**src/rtl/h264d_pkg.sv**
```systemverilog
// Shared types and constants for the H.264 RTP depacketizer.
// No dependencies; used by h264d_step and h264_rtp_depacketizer_unit.
package h264d_pkg;

   // codec_mode register values
   localparam logic [1:0] MODE_H264  = 2'd0;
   localparam logic [1:0] MODE_MPEG4 = 2'd1;

   // register index of codec_mode
   localparam logic REG_CODEC_MODE = 1'b0;

   // NAL unit types that steer the parse
   localparam logic [4:0] NAL_IDR    = 5'd5;
   localparam logic [4:0] NAL_STAP_A = 5'd24;
   localparam logic [4:0] NAL_STAP_B = 5'd25;
   localparam logic [4:0] NAL_FU_A   = 5'd28;
   localparam logic [4:0] NAL_FU_B   = 5'd29;

   localparam logic [7:0] NRI_MASK     = 8'hE0;
   localparam logic [7:0] MPEG4_VOL    = 8'h20;
   localparam logic [23:0] RECENT_INIT = 24'hFFFFFF;
   localparam logic [23:0] SC_TAIL     = 24'h000001;
   localparam logic [1:0]  DON_BYTES   = 2'd2;

   localparam int MAX_WORDS = 5;   // start code plus one header byte

   typedef enum logic [2:0] {
      PH_FIRST,
      PH_COPY,
      PH_FUHDR,
      PH_SKIP,
      PH_LENHI,
      PH_LENLO,
      PH_UNIT,
      PH_DROP
   } phase_type;

   // what one payload byte puts on the stream
   typedef enum logic [1:0] {
      EMIT_NONE,
      EMIT_BYTE,      // one byte
      EMIT_SC,        // 00 00 00 01
      EMIT_SC_BYTE    // 00 00 00 01 then one byte
   } emit_kind_type;

   typedef struct packed {
      phase_type    phase;
      logic [7:0]   held_hdr;
      logic [1:0]   skip_cnt;
      logic [15:0]  unit_rem;
      logic [7:0]   len_hi;
      logic         idr_seen;
      logic [23:0]  recent;
      logic         mp4_key;
   } dep_state_type;

   typedef struct packed {
      emit_kind_type kind;
      logic [7:0]    value;
      logic          frame_end;
      logic          key;
   } emit_type;

endpackage

```
**src/rtl/h264_rtp_depacketizer_unit.sv**
```systemverilog
// Top level of the H.264 RTP depacketizer: input register, parser state,
// result word buffer and APB-style register port. Depends on h264d_pkg, h264d_step.
//
// Use:
//  - req_*: one RTP payload byte per word, with bytes left in its packet
//    (1 = last byte) and the packet's marker bit. Taken when req_valid is
//    high and req_stall is low.
//  - rsp_*: rebuilt Annex B stream, one byte per word. A packet byte yields
//    zero to five words (start code 00 00 00 01 plus header for a new NAL).
//    rsp_last_result tags the last word of a payload byte; rsp_frame_end
//    with rsp_key_frame closes a frame, on a bare word (byte_valid 0) when
//    the closing byte adds no stream data.
//  - psel/penable/pwrite/paddr/pwdata: codec_mode at address 0. Write it
//    only while the block is idle.
// Timing: a payload byte passes the input register, then the result buffer,
// before its first word is on rsp_*. Throughput is one payload byte per
// cycle while each gives at most one word and rsp_stall stays low; a byte
// giving n words holds the result buffer until all n have drained, since
// the buffer drains one word per cycle while rsp_stall is low.
// Reset (synchronous, active high) empties both stages, returns the parser
// to the first-byte phase, clears key tracking and sets codec_mode to 0.
// A stalled receiver freezes the buffer; one more byte waits in the input
// register, after which req_stall goes high.
module h264_rtp_depacketizer_unit
   import h264d_pkg::*;
#(
   parameter int MAX_PACKET_BYTES = 2048
) (
   input  logic        clock,
   input  logic        reset,
   // payload in
   input  logic        req_valid,
   output logic        req_stall,
   input  logic [7:0]  req_payload_byte,
   input  logic [11:0] req_bytes_left,
   input  logic        req_frame_marker,
   // stream out
   output logic        rsp_valid,
   input  logic        rsp_stall,
   output logic [7:0]  rsp_out_byte,
   output logic        rsp_byte_valid,
   output logic        rsp_frame_end,
   output logic        rsp_key_frame,
   output logic        rsp_last_result,
   // register port
   input  logic        psel,
   input  logic        penable,
   input  logic        pwrite,
   input  logic [2:0]  paddr,
   input  logic [31:0] pwdata,
   output logic [31:0] prdata,
   output logic        pready
);

   // ---------------- register port ----------------
   logic [1:0] mode_ff, mode_in;
   logic       csr_wr;

   assign pready = 1'b1;
   assign csr_wr = psel && penable && pwrite && pready;

   always_comb begin
      mode_in = mode_ff;
      if (csr_wr && paddr[2] == REG_CODEC_MODE) mode_in = pwdata[1:0];
   end

   assign prdata = (paddr[2] == REG_CODEC_MODE) ? {30'b0, mode_ff} : 32'b0;

   // ---------------- input register ----------------
   logic        in_valid_ff, in_valid_in;
   logic [7:0]  in_byte_ff;
   logic [11:0] in_left_ff;
   logic        in_marker_ff;
   logic        req_take;
   logic        advance;

   assign req_take  = req_valid && !req_stall;
   assign req_stall = in_valid_ff && !advance;

   always_comb begin
      in_valid_in = in_valid_ff;
      if (req_take)     in_valid_in = 1'b1;
      else if (advance) in_valid_in = 1'b0;
   end

   // ---------------- parser ----------------
   dep_state_type st_ff, st_in, st_step;
   emit_type      emit;

   h264d_step #(
      .MAX_PACKET_BYTES(MAX_PACKET_BYTES)
   ) u_step (
      .cur          (st_ff),
      .codec_mode   (mode_ff),
      .payload_byte (in_byte_ff),
      .bytes_left   (in_left_ff),
      .frame_marker (in_marker_ff),
      .nxt          (st_step),
      .emit         (emit)
   );

   assign st_in = advance ? st_step : st_ff;

   // ---------------- result buffer ----------------
   // Words sit left aligned in a short shift line; slot 0 drives rsp_out_byte.
   logic       out_valid_ff, out_valid_in;
   logic [7:0] words_ff [MAX_WORDS];
   logic [7:0] words_in [MAX_WORDS];
   logic [2:0] rem_ff, rem_in;
   logic       fe_ff, fe_in;
   logic       key_ff, key_in;
   logic       bv_ff, bv_in;
   logic       rsp_take;
   logic       last_word;

   assign rsp_take  = out_valid_ff && !rsp_stall;
   assign last_word = (rem_ff == 3'd1);
   assign advance   = in_valid_ff && (!out_valid_ff || (rsp_take && last_word));

   always_comb begin
      out_valid_in = out_valid_ff;
      words_in     = words_ff;
      rem_in       = rem_ff;
      fe_in        = fe_ff;
      key_in       = key_ff;
      bv_in        = bv_ff;
      if (advance) begin
         fe_in  = emit.frame_end;
         key_in = emit.key;
         bv_in  = 1'b1;
         for (int i = 0; i < MAX_WORDS; i++) words_in[i] = 8'h00;
         case (emit.kind)
            EMIT_BYTE: begin
               words_in[0] = emit.value;
               rem_in      = 3'd1;
            end
            EMIT_SC: begin
               words_in[3] = 8'h01;
               rem_in      = 3'd4;
            end
            EMIT_SC_BYTE: begin
               words_in[3] = 8'h01;
               words_in[4] = emit.value;
               rem_in      = 3'd5;
            end
            default: begin
               // bare frame-end word, or nothing at all
               bv_in  = 1'b0;
               rem_in = 3'd1;
            end
         endcase
         out_valid_in = (emit.kind != EMIT_NONE) || emit.frame_end;
      end else if (rsp_take) begin
         if (last_word) begin
            out_valid_in = 1'b0;
         end else begin
            for (int i = 0; i < MAX_WORDS - 1; i++) words_in[i] = words_ff[i + 1];
            rem_in = rem_ff - 3'd1;
         end
      end
   end

   assign rsp_valid       = out_valid_ff;
   assign rsp_out_byte    = words_ff[0];
   assign rsp_byte_valid  = bv_ff;
   assign rsp_last_result = last_word;
   assign rsp_frame_end   = fe_ff && last_word;
   assign rsp_key_frame   = fe_ff && key_ff && last_word;

   // ---------------- registers ----------------
   always_ff @(posedge clock) begin
      if (reset) begin
         mode_ff         <= MODE_H264;
         in_valid_ff     <= 1'b0;
         out_valid_ff    <= 1'b0;
         rem_ff          <= 3'd1;
         st_ff.phase     <= PH_FIRST;
         st_ff.held_hdr  <= 8'h00;
         st_ff.skip_cnt  <= 2'd0;
         st_ff.unit_rem  <= 16'd0;
         st_ff.len_hi    <= 8'h00;
         st_ff.idr_seen  <= 1'b0;
         st_ff.recent    <= RECENT_INIT;
         st_ff.mp4_key   <= 1'b0;
      end else begin
         mode_ff      <= mode_in;
         in_valid_ff  <= in_valid_in;
         out_valid_ff <= out_valid_in;
         rem_ff       <= rem_in;
         st_ff        <= st_in;
      end
   end

   always_ff @(posedge clock) begin
      if (req_take) begin
         in_byte_ff   <= req_payload_byte;
         in_left_ff   <= req_bytes_left;
         in_marker_ff <= req_frame_marker;
      end
      words_ff <= words_in;
      fe_ff    <= fe_in;
      key_ff   <= key_in;
      bv_ff    <= bv_in;
   end

   // ---------------- assertions ----------------
   a_stall_needs_item: assert property (@(posedge clock) disable iff (reset)
      req_stall |-> in_valid_ff)
      else $error("req_stall high with empty input register");

   a_rem_range: assert property (@(posedge clock) disable iff (reset)
      out_valid_ff |-> (rem_ff != 3'd0 && rem_ff <= 3'(MAX_WORDS)))
      else $error("result buffer word count out of range");

   a_reset_empties: assert property (@(posedge clock)
      reset |=> (!out_valid_ff && !in_valid_ff))
      else $error("buffers not empty after reset");

   a_bare_word: assert property (@(posedge clock) disable iff (reset)
      (rsp_valid && !rsp_byte_valid) |-> (rsp_frame_end && rsp_last_result))
      else $error("bare word without frame end");

   a_drain_order: assert property (@(posedge clock) disable iff (reset)
      (rsp_valid && rsp_stall) |=> (rsp_valid && $stable(rem_ff)))
      else $error("result buffer moved while stalled");

endmodule

```
**src/rtl/h264d_step.sv**
```systemverilog
// Next-state and stream-byte logic for one payload byte.
// Depends on h264d_pkg.
module h264d_step
   import h264d_pkg::*;
#(
   parameter int MAX_PACKET_BYTES = 2048
) (
   input  dep_state_type cur,
   input  logic [1:0]    codec_mode,
   input  logic [7:0]    payload_byte,
   input  logic [11:0]   bytes_left,
   input  logic          frame_marker,
   output dep_state_type nxt,
   output emit_type      emit
);

   logic          pkt_end;
   logic [11:0]   bl_sat;
   logic [11:0]   avail;
   logic [15:0]   len_raw;
   logic [15:0]   len_clamp;
   logic [4:0]    nal_type;
   logic [4:0]    held_type;
   logic [7:0]    fu_hdr;
   logic [1:0]    skip_dec;
   logic [15:0]   unit_dec;
   dep_state_type parse;
   emit_kind_type kind;
   logic [7:0]    value;
   logic [23:0]   recent_new;
   logic          mp4_new;
   logic          key;

   assign pkt_end   = (bytes_left <= 12'd1);
   assign bl_sat    = ({4'b0, bytes_left} > 16'(MAX_PACKET_BYTES)) ?
                      12'(MAX_PACKET_BYTES) : bytes_left;
   assign avail     = (bl_sat == 12'd0) ? 12'd0 : bl_sat - 12'd1;
   assign len_raw   = {cur.len_hi, payload_byte};
   assign len_clamp = (len_raw > {4'b0, avail}) ? {4'b0, avail} : len_raw;
   assign nal_type  = payload_byte[4:0];
   assign held_type = cur.held_hdr[4:0];
   assign fu_hdr    = (cur.held_hdr & NRI_MASK) | {3'b0, payload_byte[4:0]};
   assign skip_dec  = (cur.skip_cnt != 2'd0) ? cur.skip_cnt - 2'd1 : cur.skip_cnt;
   assign unit_dec  = (cur.unit_rem != 16'd0) ? cur.unit_rem - 16'd1 : cur.unit_rem;

   // parser next state (H.264 mode only; other modes leave it alone)
   always_comb begin
      parse = cur;
      if (codec_mode == MODE_H264) begin
         case (cur.phase)
            PH_FIRST: begin
               parse.held_hdr = payload_byte;
               if (nal_type inside {[5'd1:5'd23]}) begin
                  if (nal_type == NAL_IDR) parse.idr_seen = 1'b1;
                  parse.phase = PH_COPY;
               end else if (nal_type == NAL_STAP_A) begin
                  parse.phase = PH_LENHI;
               end else if (nal_type == NAL_STAP_B) begin
                  parse.skip_cnt = DON_BYTES;
                  parse.phase    = PH_SKIP;
               end else if (nal_type == NAL_FU_A || nal_type == NAL_FU_B) begin
                  parse.phase = PH_FUHDR;
               end else begin
                  parse.phase = PH_COPY;
               end
            end
            PH_COPY: ;
            PH_FUHDR: begin
               if (payload_byte[7] && payload_byte[4:0] == NAL_IDR)
                  parse.idr_seen = 1'b1;
               if (held_type == NAL_FU_B) begin
                  parse.skip_cnt = DON_BYTES;
                  parse.phase    = PH_SKIP;
               end else begin
                  parse.phase = PH_COPY;
               end
            end
            PH_SKIP: begin
               parse.skip_cnt = skip_dec;
               if (skip_dec == 2'd0)
                  parse.phase = (held_type == NAL_FU_B) ? PH_COPY : PH_LENHI;
            end
            PH_LENHI: begin
               if (bl_sat > 12'd2) begin
                  parse.len_hi = payload_byte;
                  parse.phase  = PH_LENLO;
               end else begin
                  parse.phase = PH_DROP;
               end
            end
            PH_LENLO: begin
               parse.unit_rem = len_clamp;
               parse.phase    = (len_clamp == 16'd0) ? PH_LENHI : PH_UNIT;
            end
            PH_UNIT: begin
               parse.unit_rem = unit_dec;
               if (unit_dec == 16'd0) parse.phase = PH_LENHI;
            end
            PH_DROP: ;
            default: ;
         endcase
      end
   end

   // stream bytes for this payload byte
   always_comb begin
      kind  = EMIT_NONE;
      value = payload_byte;
      if (codec_mode != MODE_H264) begin
         kind = EMIT_BYTE;
      end else begin
         case (cur.phase)
            PH_FIRST: begin
               if (nal_type inside {[5'd1:5'd23]})
                  kind = EMIT_SC_BYTE;
               else if (nal_type inside {NAL_STAP_A, NAL_STAP_B, NAL_FU_A, NAL_FU_B})
                  kind = EMIT_NONE;
               else
                  kind = EMIT_BYTE;
            end
            PH_COPY:  kind = EMIT_BYTE;
            PH_FUHDR: begin
               value = fu_hdr;
               kind  = payload_byte[7] ? EMIT_SC_BYTE : EMIT_NONE;
            end
            PH_LENLO: kind = EMIT_SC;
            PH_UNIT:  kind = EMIT_BYTE;
            default:  kind = EMIT_NONE;
         endcase
      end
   end

   // history of the last three stream bytes and the MPEG-4 VOL match
   always_comb begin
      recent_new = cur.recent;
      mp4_new    = cur.mp4_key;
      case (kind)
         EMIT_BYTE: begin
            if (value == MPEG4_VOL && cur.recent == SC_TAIL) mp4_new = 1'b1;
            recent_new = {cur.recent[15:0], value};
         end
         EMIT_SC: recent_new = SC_TAIL;
         EMIT_SC_BYTE: begin
            if (value == MPEG4_VOL) mp4_new = 1'b1;
            recent_new = {SC_TAIL[15:0], value};
         end
         default: ;
      endcase
   end

   always_comb begin
      case (codec_mode)
         MODE_H264:  key = parse.idr_seen;
         MODE_MPEG4: key = mp4_new;
         default:    key = 1'b1;
      endcase
   end

   always_comb begin
      nxt         = parse;
      nxt.recent  = recent_new;
      nxt.mp4_key = mp4_new;
      if (pkt_end) nxt.phase = PH_FIRST;
      if (pkt_end && frame_marker) begin
         nxt.idr_seen = 1'b0;
         nxt.mp4_key  = 1'b0;
         nxt.recent   = RECENT_INIT;
      end
      emit.kind      = kind;
      emit.value     = value;
      emit.frame_end = pkt_end && frame_marker;
      emit.key       = key;
   end

endmodule

```
**config.mk**
```make
export PLATFORM = sky130hd
export DESIGN_NAME = h264_rtp_depacketizer_unit
export DESIGN_NICKNAME = d
export VERILOG_FILES = /design/src/rtl/h264d_pkg.sv /design/src/rtl/h264_rtp_depacketizer_unit.sv /design/src/rtl/h264d_step.sv
export SDC_FILE = /design/constraint.sdc
export NUM_CORES = 1
export LEC_CHECK = 0
export ABC_AREA = 1
export BUFFER_PORTS_ARGS = -buffer_cell sky130_fd_sc_hd__clkbuf_2
export CORE_MARGIN = 4
export CORE_UTILIZATION = 45
export DETAILED_ROUTE_END_ITERATION = 10
export PLACE_DENSITY = 0.65
export SLEW_MARGIN = 10
export SYNTH_ARGS = -nofsm -noshare
export SYNTH_HDL_FRONTEND = slang
export SYNTH_SLANG_ARGS = --single-unit
```
**constraint.sdc**
```tcl
create_clock -name clock -period 4.55 [get_ports clock]
set_input_delay 0.2275 -clock clock [delete_from_list [all_inputs] [get_ports clock]]
set_output_delay 0.2275 -clock clock [all_outputs]
set_load 0.005 [all_outputs]
```
==> results of run 1 <==
layer usage:
metal / vias to the layer above / track usage (%) / routed length (um)
met3: 15 / 4.68 / 670
met4: 0 / 5.49 / 201
met2: 117 / 29.2 / 7600
met1: 2800 / 25.3 / 7910
li1: 3245 / - / -
met5: - / 0 / 0
worst paths after layout:
path	start	endpoint	slack [ns]	cells after the start
min	req_valid	in_valid_ff	0.05	3
min reg2reg	rem_ff[1]	rem_ff[1]	0.47	2
max	in_left_ff[2]	st_ff[61]	0.61	27
max reg2reg	in_left_ff[2]	st_ff[61]	0.61	27
cell families (layout without fill, tap and decap cells):
logic type	after synthesis	in the layout	share of synthesized area, %
AND/OR/NAND/NOR	381	381	22.2
AO/OA/AOI/OAI	218	218	16.1
buffers and inverters	203	237	13.1
flip-flops	134	134	43.3
adder cells (fa/ha/maj)	19	19	3.25
XOR/XNOR	16	16	1.92
other	2	31	0.103
repair_timing:
action | in CTS | in global routing
endpoints found under the hold margin | 20 | 1
setup endpoints to repair | 0 | 0
hold buffers | 20 | 1
final cells by class:
type                       count  area, sq um
multi-input combinational    665         3290
inverter                     130          488
clock buffer                  22          508
timing repair buffer          75          500
clock inverter                10         91.3
fill                        1595         7570
tap                          216          270
sequential                   134         3160
through the flow:
stage | cells | cell area [sq um]
after floorplan | 1002 | 7420
after global placement | 1199 | 7510
after detailed placement | 1199 | 7510
after CTS | 1251 | 8310
after global routing | 1252 | 8320
final | 1252 | 8320
power by group:
group / switching, W / internal (W) / total, W / leakage, nW
Combinational: 0.000315 / 0.000166 / 0.000481 / 2.41
Sequential: 0.0000506 / 0.00133 / 0.00138 / 1.17
Clock: 0.000526 / 0.000850 / 0.00138 / 0.295
sequential cells by signal, indices dropped and copies added, names as in the netlist, 2 cells and up:
signal	count
st_ff	63
words_ff	32
in_left_ff	12
in_byte_ff	8
rsp_out_byte	8
rem_ff	3
mode_ff	2
critical path, cell delays in order, from the launching register on:
cell and delay [ns]:
sky130_fd_sc_hd__edfxtp_1 0.43, sky130_fd_sc_hd__nor2_1 0.19, sky130_fd_sc_hd__nand2_1 0.10, sky130_fd_sc_hd__nor2_1 0.09, sky130_fd_sc_hd__nand2_1 0.06, sky130_fd_sc_hd__nand2_2 0.08
sky130_fd_sc_hd__nand2_1 0.13, sky130_fd_sc_hd__ha_1 0.32, sky130_fd_sc_hd__nand3_1 0.17, sky130_fd_sc_hd__nor2_1 0.05, sky130_fd_sc_hd__nand2_1 0.07, sky130_fd_sc_hd__nand3_1 0.08
sky130_fd_sc_hd__ha_1 0.29, sky130_fd_sc_hd__nand2_1 0.07, sky130_fd_sc_hd__nor3_1 0.26, sky130_fd_sc_hd__nand2_1 0.11, sky130_fd_sc_hd__a21oi_1 0.39, sky130_fd_sc_hd__buf_4 0.26
sky130_fd_sc_hd__nand3_1 0.08, sky130_fd_sc_hd__nand2_1 0.11, sky130_fd_sc_hd__nor2_1 0.05, sky130_fd_sc_hd__nand2_1 0.08, sky130_fd_sc_hd__nor2_1 0.04, sky130_fd_sc_hd__nand2_1 0.08
sky130_fd_sc_hd__nand2_1 0.05, sky130_fd_sc_hd__nand2_1 0.06, sky130_fd_sc_hd__nand2_1 0.05, sky130_fd_sc_hd__a21oi_1 0.11
cell usage after synthesis (3+ instances only):
cell type	count
sky130_fd_sc_hd__buf_6	5
sky130_fd_sc_hd__nand4_1	17
sky130_fd_sc_hd__dfxtp_1	86
sky130_fd_sc_hd__nor3_1	11
sky130_fd_sc_hd__a21oi_1	107
sky130_fd_sc_hd__o21ai_0	57
sky130_fd_sc_hd__buf_4	41
sky130_fd_sc_hd__clkinv_1	4
sky130_fd_sc_hd__nand3_1	34
sky130_fd_sc_hd__nor2_1	95
sky130_fd_sc_hd__nor4_1	10
sky130_fd_sc_hd__inv_1	121
sky130_fd_sc_hd__clkbuf_1	18
sky130_fd_sc_hd__edfxtp_1	48
sky130_fd_sc_hd__o211ai_1	18
sky130_fd_sc_hd__nand2_1	200
sky130_fd_sc_hd__xor2_1	14
sky130_fd_sc_hd__inv_2	5
sky130_fd_sc_hd__ha_1	19
sky130_fd_sc_hd__buf_1	3
sky130_fd_sc_hd__o21ai_1	21
sky130_fd_sc_hd__buf_2	6
sky130_fd_sc_hd__nor2_2	3
==> results.json, run 1 <==
{
  "clock_tree_from_tritoncts": "built",
  "cp.arrival_ns": 4.29,
  "yosys-top-cells-area": "sky130_fd_sc_hd__dfxtp_1, sky130_fd_sc_hd__edfxtp_1, sky130_fd_sc_hd__nand2_1, sky130_fd_sc_hd__a21oi_1, sky130_fd_sc_hd__inv_1",
  "worst-slew-pin-transition_ns": 0.884,
  "antennaDiodeCount": 0,
  "timing.fmax_mhz": 254,
  "tns_ns": 0,
  "maximum_fanout_along_the_worst_path": 9,
  "syn-instance-count": 973,
  "cts-root-buf": "sky130_fd_sc_hd__clkbuf_16",
  "dp_worst_setup_slack_ns": 0.651,
  "drcViolationCount": 0,
  "first_global_vias": 5573,
  "post_cts_resize_count": 0,
  "setup_repair_after_global_routing_missed_its_margin": "no",
  "worst_vdd_rail_ir_drop_mv": 0.298,
  "cts-htree-levels": 4,
  "postSynthRegisterBits": 134,
  "drive_above_1_share_pct": 9.65,
  "wl_per_cell_um": 13.1,
  "number_of_synthesized_flops_with_an_enable_pin": 48,
  "critPathCaptureType": "flop",
  "drt_first_pass_iters": 5,
  "path_class": "reg2reg",
  "cp_data_required_time_ns": 4.90,
  "mappedNetlistArea_sq_mm": 0.00731,
  "fp.dieW_um": 135,
  "flow.area_growth_from_synthesis_pct": 13.8,
  "die_area_sq_mm": 0.0183,
  "place.gp.congestion": 0.857,
  "setup_ws_ns": 0.613,
  "grt_max_degree": 45,
  "drt.antenna.violating_nets": 0,
  "final_wirelength_mm": 16.4,
  "post_synth_num_cell_types": 44,
  "worstSkewPairLatency_ns": 0.42,
  "final_min_period_over_clock_period_pct": 86.5,
  "netlist.area_leader.share_pct": 23.6,
  "clock-sinks": 134,
  "finalCoreUtilization_pct": 52.3,
  "port_buffers": 46,
  "die_height_um": 135,
  "layout.cells.most_common": "sky130_fd_sc_hd__nand2_1",
  "async_reset_ff_share_pct": 0,
  "mean_instance_size_in_the_synthesized_netlist_sq_um": 7.51,
  "cts-root-to-sink-buffers": 2,
  "cts_made_buffers": 17,
  "fin_crit_ns": 3.94,
  "design_power_total_w": 0.00323,
  "worstSetupStartpointType": "flop",
  "most_frequent_cells_in_the_layout": "sky130_fd_sc_hd__nand2_1, sky130_fd_sc_hd__inv_1, sky130_fd_sc_hd__a21oi_1, sky130_fd_sc_hd__nor2_1, sky130_fd_sc_hd__dfxtp_1",
  "synth_area_leader_cell": "sky130_fd_sc_hd__dfxtp_1",
  "cts.clk_slew.worst_paths_ns": 0.06,
  "grt_antenna_before_repair": 0,
  "viasPerCell": 4.93,
  "nets": 1105,
  "timing.max_cap.violations": 0,
  "synth.yosys.seq_area_share_pct": 43.3,
  "wire_length_of_the_first_global_routing_pass_mm": 27.3,
  "final_hold_viol_count": 0,
  "status": "finished clean",
  "floorplan.io_pins": 110,
  "gr-usage-all-layers_pct": 18.6,
  "timing.slew.headroom_pct": 41.0,
  "holdCritPathClass": "in2reg",
  "count_of_vias_placed_by_the_detailed_router": 6177,
  "total_leakage_power_nw": 3.88,
  "initial_core_util_pct": 46.0,
  "number_of_warnings_printed_during_yosys_synthesis": 0,
  "place_hpwl_mm": 11.6,
  "rows": 46,
  "power_density_mw_per_mm2": 389,
  "dominantRegCellSynth": "sky130_fd_sc_hd__dfxtp_1",
  "postCtsSetupRepairBufs": 0,
  "drt_first_iter_violations": 380,
  "pins_over_slew_limit": 0,
  "final.setup_skew_ns": 0.00793,
  "grt-ovfl-total": 0,
  "setup-violations-final": 0,
  "timing.hold.ws_ns": 0.0521,
  "core_area_sq_mm": 0.0159
}
No activity file was read; power rests on OpenSTA's default activity.
==> inputs of run 2 (changes only) <==
--- a/config.mk
+++ b/config.mk
@@ -10,6 +10,7 @@
 export CORE_MARGIN = 4
 export CORE_UTILIZATION = 45
 export DETAILED_ROUTE_END_ITERATION = 10
+export GPL_TIMING_DRIVEN = 0
 export PLACE_DENSITY = 0.65
 export SLEW_MARGIN = 10
 export SYNTH_ARGS = -nofsm -noshare
==> run 2 against run 1 <==
Fmax is 3.9% lower. Register-to-register slack got worse by 0.16 ns. Routed wire length grew 8.6%. Cell count rose by 5.2%. Sequential share of layout area decreased by 1.8 points. Highest routed layer unchanged.
==> results.json, run 2 (same netlist as run 1, synthesis figures left out) <==
{
  "reg_top3": "st_ff: 63 flops, words_ff: 32 flops, in_left_ff: 12 flops",
  "cts-root-buf": "sky130_fd_sc_hd__clkbuf_16",
  "die_height_um": 135,
  "clock-sinks": 134,
  "cts-root-to-sink-buffers": 2,
  "power.share.switching_pct": 27.3,
  "final_min_period_over_clock_period_pct": 90.0,
  "ff_latch_area_sq_mm": 0.00316,
  "worst_vdd_rail_ir_drop_mv": 0.344,
  "fp.dieW_um": 135,
  "floorplan.io_pins": 110,
  "rows": 46,
  "critPathBufInv": 3,
  "cp_data_required_time_ns": 4.83,
  "timing.critical_path.from": "in_left_ff[8]",
  "total_leakage_power_nw": 4.12,
  "wl_per_cell_um": 13.5,
  "design_power_total_w": 0.00327,
  "gr-usage-all-layers_pct": 20.4,
  "flow.area_growth_from_synthesis_pct": 19.4,
  "power.share.sequential_pct": 42.1,
  "count_of_vias_placed_by_the_detailed_router": 6566,
  "clock_tree_from_tritoncts": "built",
  "drt_first_pass_iters": 5,
  "core_area_sq_mm": 0.0159,
  "cp.arrival_ns": 4.37,
  "crit_family": "simple AND/OR/NAND/NOR gates",
  "place_hpwl_mm": 13.1,
  "die_area_sq_mm": 0.0183,
  "cts.clk_slew.worst_paths_ns": 0.05,
  "initial_core_util_pct": 46.0,
  "viasPerCell": 4.99,
  "grt_max_degree": 22,
  "p_clk_share_pct": 41.6,
  "layout.cells.most_common": "sky130_fd_sc_hd__nand2_1",
  "slowest_delay_ns": 0.41,
  "nets": 1170,
  "rr_endpoint": "st_ff[61]",
  "place.gp.congestion": 0.894,
  "status": "finished clean",
  "grt_antenna_before_repair": 0,
  "drive_above_1_share_pct": 13.4,
  "maximum_fanout_along_the_worst_path": 10,
  "internal_power_w": 0.00238,
  "final.setup_skew_ns": 0.00669,
  "cts_made_buffers": 17,
  "timing.fmax_mhz": 244,
  "critPathCaptureType": "flop",
  "port_buffers": 45,
  "reg2reg_slack_ns": 0.45,
  "final_wirelength_mm": 17.8,
  "holdCritPathClass": "in2reg",
  "timing.slew.headroom_pct": 28.5,
  "pins_over_slew_limit": 0,
  "reg2reg_depth": 28,
  "largest_register": "st_ff",
  "most_frequent_cells_in_the_layout": "sky130_fd_sc_hd__nand2_1, sky130_fd_sc_hd__inv_1, sky130_fd_sc_hd__a21oi_1, sky130_fd_sc_hd__nor2_1, sky130_fd_sc_hd__dfxtp_1",
  "largest_register_ff_count": 63,
  "regToRegStartpoint": "in_left_ff[8]",
  "drt_first_iter_violations": 418,
  "switching_power_w": 0.000893,
  "setup-violations-final": 0,
  "grt-ovfl-total": 0,
  "timing.critical_path.mode_cell": "sky130_fd_sc_hd__nand2_1",
  "timing.max_cap.violations": 0,
  "worstSkewPairLatency_ns": 0.42,
  "worst-slew-pin-transition_ns": 1.07,
  "worst_setup_path_endpoint": "st_ff[61]",
  "wire_length_of_the_first_global_routing_pass_mm": 29.8,
  "first_global_vias": 6203,
  "fin_crit_ns": 4.10,
  "critical_path_cell_count": 28,
  "tns_ns": 0,
  "final_hold_viol_count": 0,
  "power_density_mw_per_mm2": 375,
  "multiInputGateArea_sq_mm": 0.00331,
  "fillers": 1557,
  "part_of_the_power_in_combinational_logic_pct": 16.3,
  "worstSetupStartpointType": "flop",
  "drt.antenna.violating_nets": 0,
  "antennaDiodeCount": 0,
  "cts-htree-levels": 4,
  "drcViolationCount": 0,
  "path_class": "reg2reg",
  "critical-path-slowest-cell": "sky130_fd_sc_hd__edfxtp_1",
  "setup_repair_after_global_routing_missed_its_margin": "no"
}
-- run 2: cell type report --
cell class	instances	share of cell area, %
Multi-Input combinational cell	665	37.9
Clock buffer	25	5.57
Buffer	73	5.45
Inverter	130	5.59
Clock inverter	7	1.07
Tap cell	216	3.10
Sequential cell	134	36.2
Timing Repair Buffer	67	5.04
-- run 2: routing by layer --
metal,part of all wire (%),up-vias,track usage [%]
met2,48,131,33.8
li1,-,3380,-
met4,1.4,0,7.17
met5,0,-,0
met1,46,3025,26.6
met3,4.5,30,4.01
-- run 2: worst min path at each step --
stage | from | endpoint | slack [ns] | depth (start not counted)
floorplan | req_payload_byte[0] | in_byte_ff[0] | 0.33 | 0
detailed placement | req_bytes_left[3] | in_left_ff[3] | 0.41 | 1
finish | req_frame_marker | in_marker_ff | 0.03 | 1
global route | req_frame_marker | in_marker_ff | 0.007 | 1
CTS | req_payload_byte[0] | in_byte_ff[0] | 0.0008 | 1
global placement | req_bytes_left[11] | in_left_ff[11] | 0.40 | 1
-- run 2: through the flow --
stage	hold WS, ns	utilization [%]	instance area, sq um	instances	worst slack (ns)
global placement	0.404	49.8	7910	1263	0.321
global route	0.00704	55.0	8730	1317	0.00202
floorplan	0.326	-	7420	1002	0.964
detailed placement	0.406	49.8	7910	1263	0.311
CTS	0.000793	54.7	8680	1314	0.250
finish	0.0278	55.0	8730	1317	0.454
-- run 2: power by group through the flow --
stage	Clock (W)	Sequential, W	Combinational (W)
3_3_place_gp	0	0.00140	0.000501
3_5_place_dp	0	0.00140	0.000508
2_1_floorplan	0	0.00138	0.000381
4_1_cts	0.00139	0.00138	0.000524
5_1_grt	0.00144	0.00139	0.000609
6_report	0.00136	0.00138	0.000533
-- run 2: repair_timing --
| item | CTS | global route |
|---|---|---|
| setup buffers | 0 | 2 |
| hold buffers | 19 | 1 |
| gates resized for setup | 0 | 6 |
| endpoints found under the setup margin | 0 | 1 |
| hold endpoints to repair | 19 | 1 |
==> inputs of run 3 (changes only) <==
--- a/config.mk
+++ b/config.mk
@@ -7,10 +7,11 @@
 export LEC_CHECK = 0
 export ABC_AREA = 1
 export BUFFER_PORTS_ARGS = -buffer_cell sky130_fd_sc_hd__clkbuf_2
-export CORE_MARGIN = 4
+export CORE_MARGIN = 2
 export CORE_UTILIZATION = 45
 export DETAILED_ROUTE_END_ITERATION = 10
-export GPL_TIMING_DRIVEN = 0
+export GPL_TIMING_DRIVEN = 1
+export HOLD_SLACK_MARGIN = 0.03
 export PLACE_DENSITY = 0.65
 export SLEW_MARGIN = 10
 export SYNTH_ARGS = -nofsm -noshare
==> run 3 against run 2 <==
Via count decreased by 5.5%. Highest routed layer unchanged. Clock-buffer cell count down 2. Combinational power fell by 8.3%. First-iteration DRC count decreased by 5.3%. Cell count is 4.9% lower. Clock power hardly changed. Setup slack better by 0.052 ns. Global-route usage shrank 1.0 points. Largest cell class unchanged. Critical path type unchanged. Clock skew about the same. Die area down 5.8%.
==> results.json, run 3 (same netlist as run 1, synthesis figures left out) <==
{
  "status": "finished clean",
  "worst_vdd_rail_ir_drop_mv": 0.291,
  "postCtsSetupRepairBufs": 0,
  "slowest_delay_ns": 0.43,
  "hold-path-endpoint": "in_valid_ff",
  "cp.arrival_ns": 4.31,
  "regToRegStartpoint": "in_left_ff[3]",
  "nets": 1105,
  "timing.slew.headroom_pct": 35.4,
  "die_area_sq_mm": 0.0173,
  "path_class": "reg2reg",
  "place_hpwl_mm": 11.3,
  "cts-root-to-sink-buffers": 2,
  "cts-root-buf": "sky130_fd_sc_hd__clkbuf_16",
  "reg2reg_depth": 29,
  "count_of_vias_placed_by_the_detailed_router": 6204,
  "total_leakage_power_nw": 3.87,
  "final_min_period_over_clock_period_pct": 88.9,
  "wire_length_of_the_first_global_routing_pass_mm": 27.1,
  "timing.fmax_mhz": 247,
  "wl_per_cell_um": 12.9,
  "clock_tree_from_tritoncts": "built",
  "multiInputGateArea_sq_mm": 0.00330,
  "fin_crit_ns": 4.04,
  "cts_made_buffers": 17,
  "initial_core_util_pct": 46.0,
  "drt.antenna.violating_nets": 0,
  "final_hold_viol_count": 0,
  "clock-sinks": 134,
  "tns_ns": 0,
  "grt_antenna_before_repair": 0,
  "core_area_sq_mm": 0.0159,
  "worstSetupStartpointType": "flop",
  "drt_first_pass_iters": 5,
  "power_density_mw_per_mm2": 388,
  "gr-usage-all-layers_pct": 19.3,
  "fp.dieW_um": 131,
  "holdCritStartpoint": "req_valid",
  "finalCoreUtilization_pct": 52.3,
  "port_buffers": 46,
  "setup-violations-final": 0,
  "cts.clk_slew.worst_paths_ns": 0.06,
  "maximum_fanout_along_the_worst_path": 15,
  "viasPerCell": 4.96,
  "fillers": 1573,
  "cp_data_required_time_ns": 4.81,
  "final.setup_skew_ns": 0.00622,
  "ff_latch_area_sq_mm": 0.00316,
  "drt_first_iter_violations": 396,
  "layout.cells.most_common": "sky130_fd_sc_hd__nand2_1",
  "largest_register": "st_ff",
  "rows": 46,
  "antennaDiodeCount": 0,
  "grt_max_degree": 45,
  "reg2reg_slack_ns": 0.51,
  "flow.area_growth_from_synthesis_pct": 13.7,
  "first_global_vias": 5750,
  "drcViolationCount": 0,
  "place.gp.congestion": 0.867,
  "die_height_um": 131,
  "reg_top3": "st_ff: 63 flops, words_ff: 32 flops, in_left_ff: 12 flops",
  "hold_depth": 3,
  "rr_endpoint": "st_ff[61]",
  "worst-slew-pin-transition_ns": 0.969,
  "critical-path-slowest-cell": "sky130_fd_sc_hd__edfxtp_1",
  "timing.critical_path.mode_cell": "sky130_fd_sc_hd__nand2_1",
  "grt-ovfl-total": 0,
  "worstSkewPairLatency_ns": 0.42,
  "holdCritPathClass": "in2reg",
  "critPathCaptureType": "flop",
  "most_frequent_cells_in_the_layout": "sky130_fd_sc_hd__nand2_1, sky130_fd_sc_hd__inv_1, sky130_fd_sc_hd__a21oi_1, sky130_fd_sc_hd__nor2_1, sky130_fd_sc_hd__dfxtp_1",
  "floorplan.io_pins": 110,
  "pins_over_slew_limit": 0,
  "final_wirelength_mm": 16.2,
  "cts-htree-levels": 4,
  "setup_repair_after_global_routing_missed_its_margin": "no",
  "largest_register_ff_count": 63,
  "timing.max_cap.violations": 0,
  "drive_above_1_share_pct": 9.65
}
## run 3: cell count changes in the layout (fill, tap and decap cells not counted), moves of 3 or more
| cell | previous run | this run |
|---|---|---|
| sky130_fd_sc_hd__buf_1 | 3 | 0 |
| sky130_fd_sc_hd__buf_2 | 5 | 0 |
| sky130_fd_sc_hd__buf_4 | 43 | 8 |
| sky130_fd_sc_hd__buf_6 | 5 | 0 |
| sky130_fd_sc_hd__clkbuf_1 | 24 | 3 |
| sky130_fd_sc_hd__clkinv_4 | 0 | 3 |
## run 3: how the worst max path moves through the flow
stage	from	endpoint	slack, ns	depth (start not counted)
floorplan	in_left_ff[2]	st_ff[61]	0.96	28
detailed placement	in_left_ff[2]	st_ff[61]	0.55	32
finish	in_left_ff[3]	st_ff[61]	0.51	29
global route	in_left_ff[2]	st_ff[61]	0.01	29
CTS	in_left_ff[2]	st_ff[61]	0.52	32
global placement	in_left_ff[2]	st_ff[61]	0.57	32
## run 3: critical path, delay by kind of cell (launching register included)
| family | cells | cell delay, ns |
|---|---|---|
| AOI/OAI and AO/OA | 1 | 0.05 |
| DFF | 1 | 0.43 |
| and+or+nand+nor | 24 | 2.64 |
| adders and majority gates | 2 | 0.61 |
| buffers and inverters | 2 | 0.11 |
## run 3: where the power goes
part	internal, W	leakage, nW	total [W]	switching [W]
clock network	0.000835	0.286	0.00136	0.000527
logic	0.000171	2.42	0.000489	0.000318
registers	0.00133	1.17	0.00138	0.0000498
## run 3: repair_timing
action	4_1_cts	5_1_grt
resized for setup	0	1
hold buffers	21	0
endpoints found under the hold margin	21	0
setup endpoints to repair	0	1
## run 3: through the flow
step	total power [W]	setup slack [ns]	std cells	hold WS (ns)	cell area [sq um]
finish	0.00323	0.506	1252	0.0604	8310
CTS	0.00325	0.515	1252	0.0437	8310
global route	0.00339	0.0138	1252	0.104	8310
detailed placement	0.00187	0.550	1199	0.406	7510
global placement	0.00186	0.573	1199	0.404	7510
floorplan	0.00177	0.964	1002	0.326	7420
## run 3: area by class of cell
class,instances,area share (%)
Clock inverter,9,1.08
Inverter,130,5.87
Timing Repair Buffer,75,6.02
Multi-Input combinational cell,665,39.7
Sequential cell,134,38.0
Clock buffer,23,6.02
Tap cell,216,3.25
## run 3: layer usage
| layer | vias to the layer above | global-route usage [%] | share of wire, % |
|---|---|---|---|
| li1 | 3257 | - | - |
| met1 | 2825 | 24.9 | 48 |
| met2 | 109 | 32.0 | 48 |
| met3 | 13 | 3.90 | 2.9 |
| met4 | 0 | 7.43 | 1.2 |
| met5 | - | 0 | 0 |
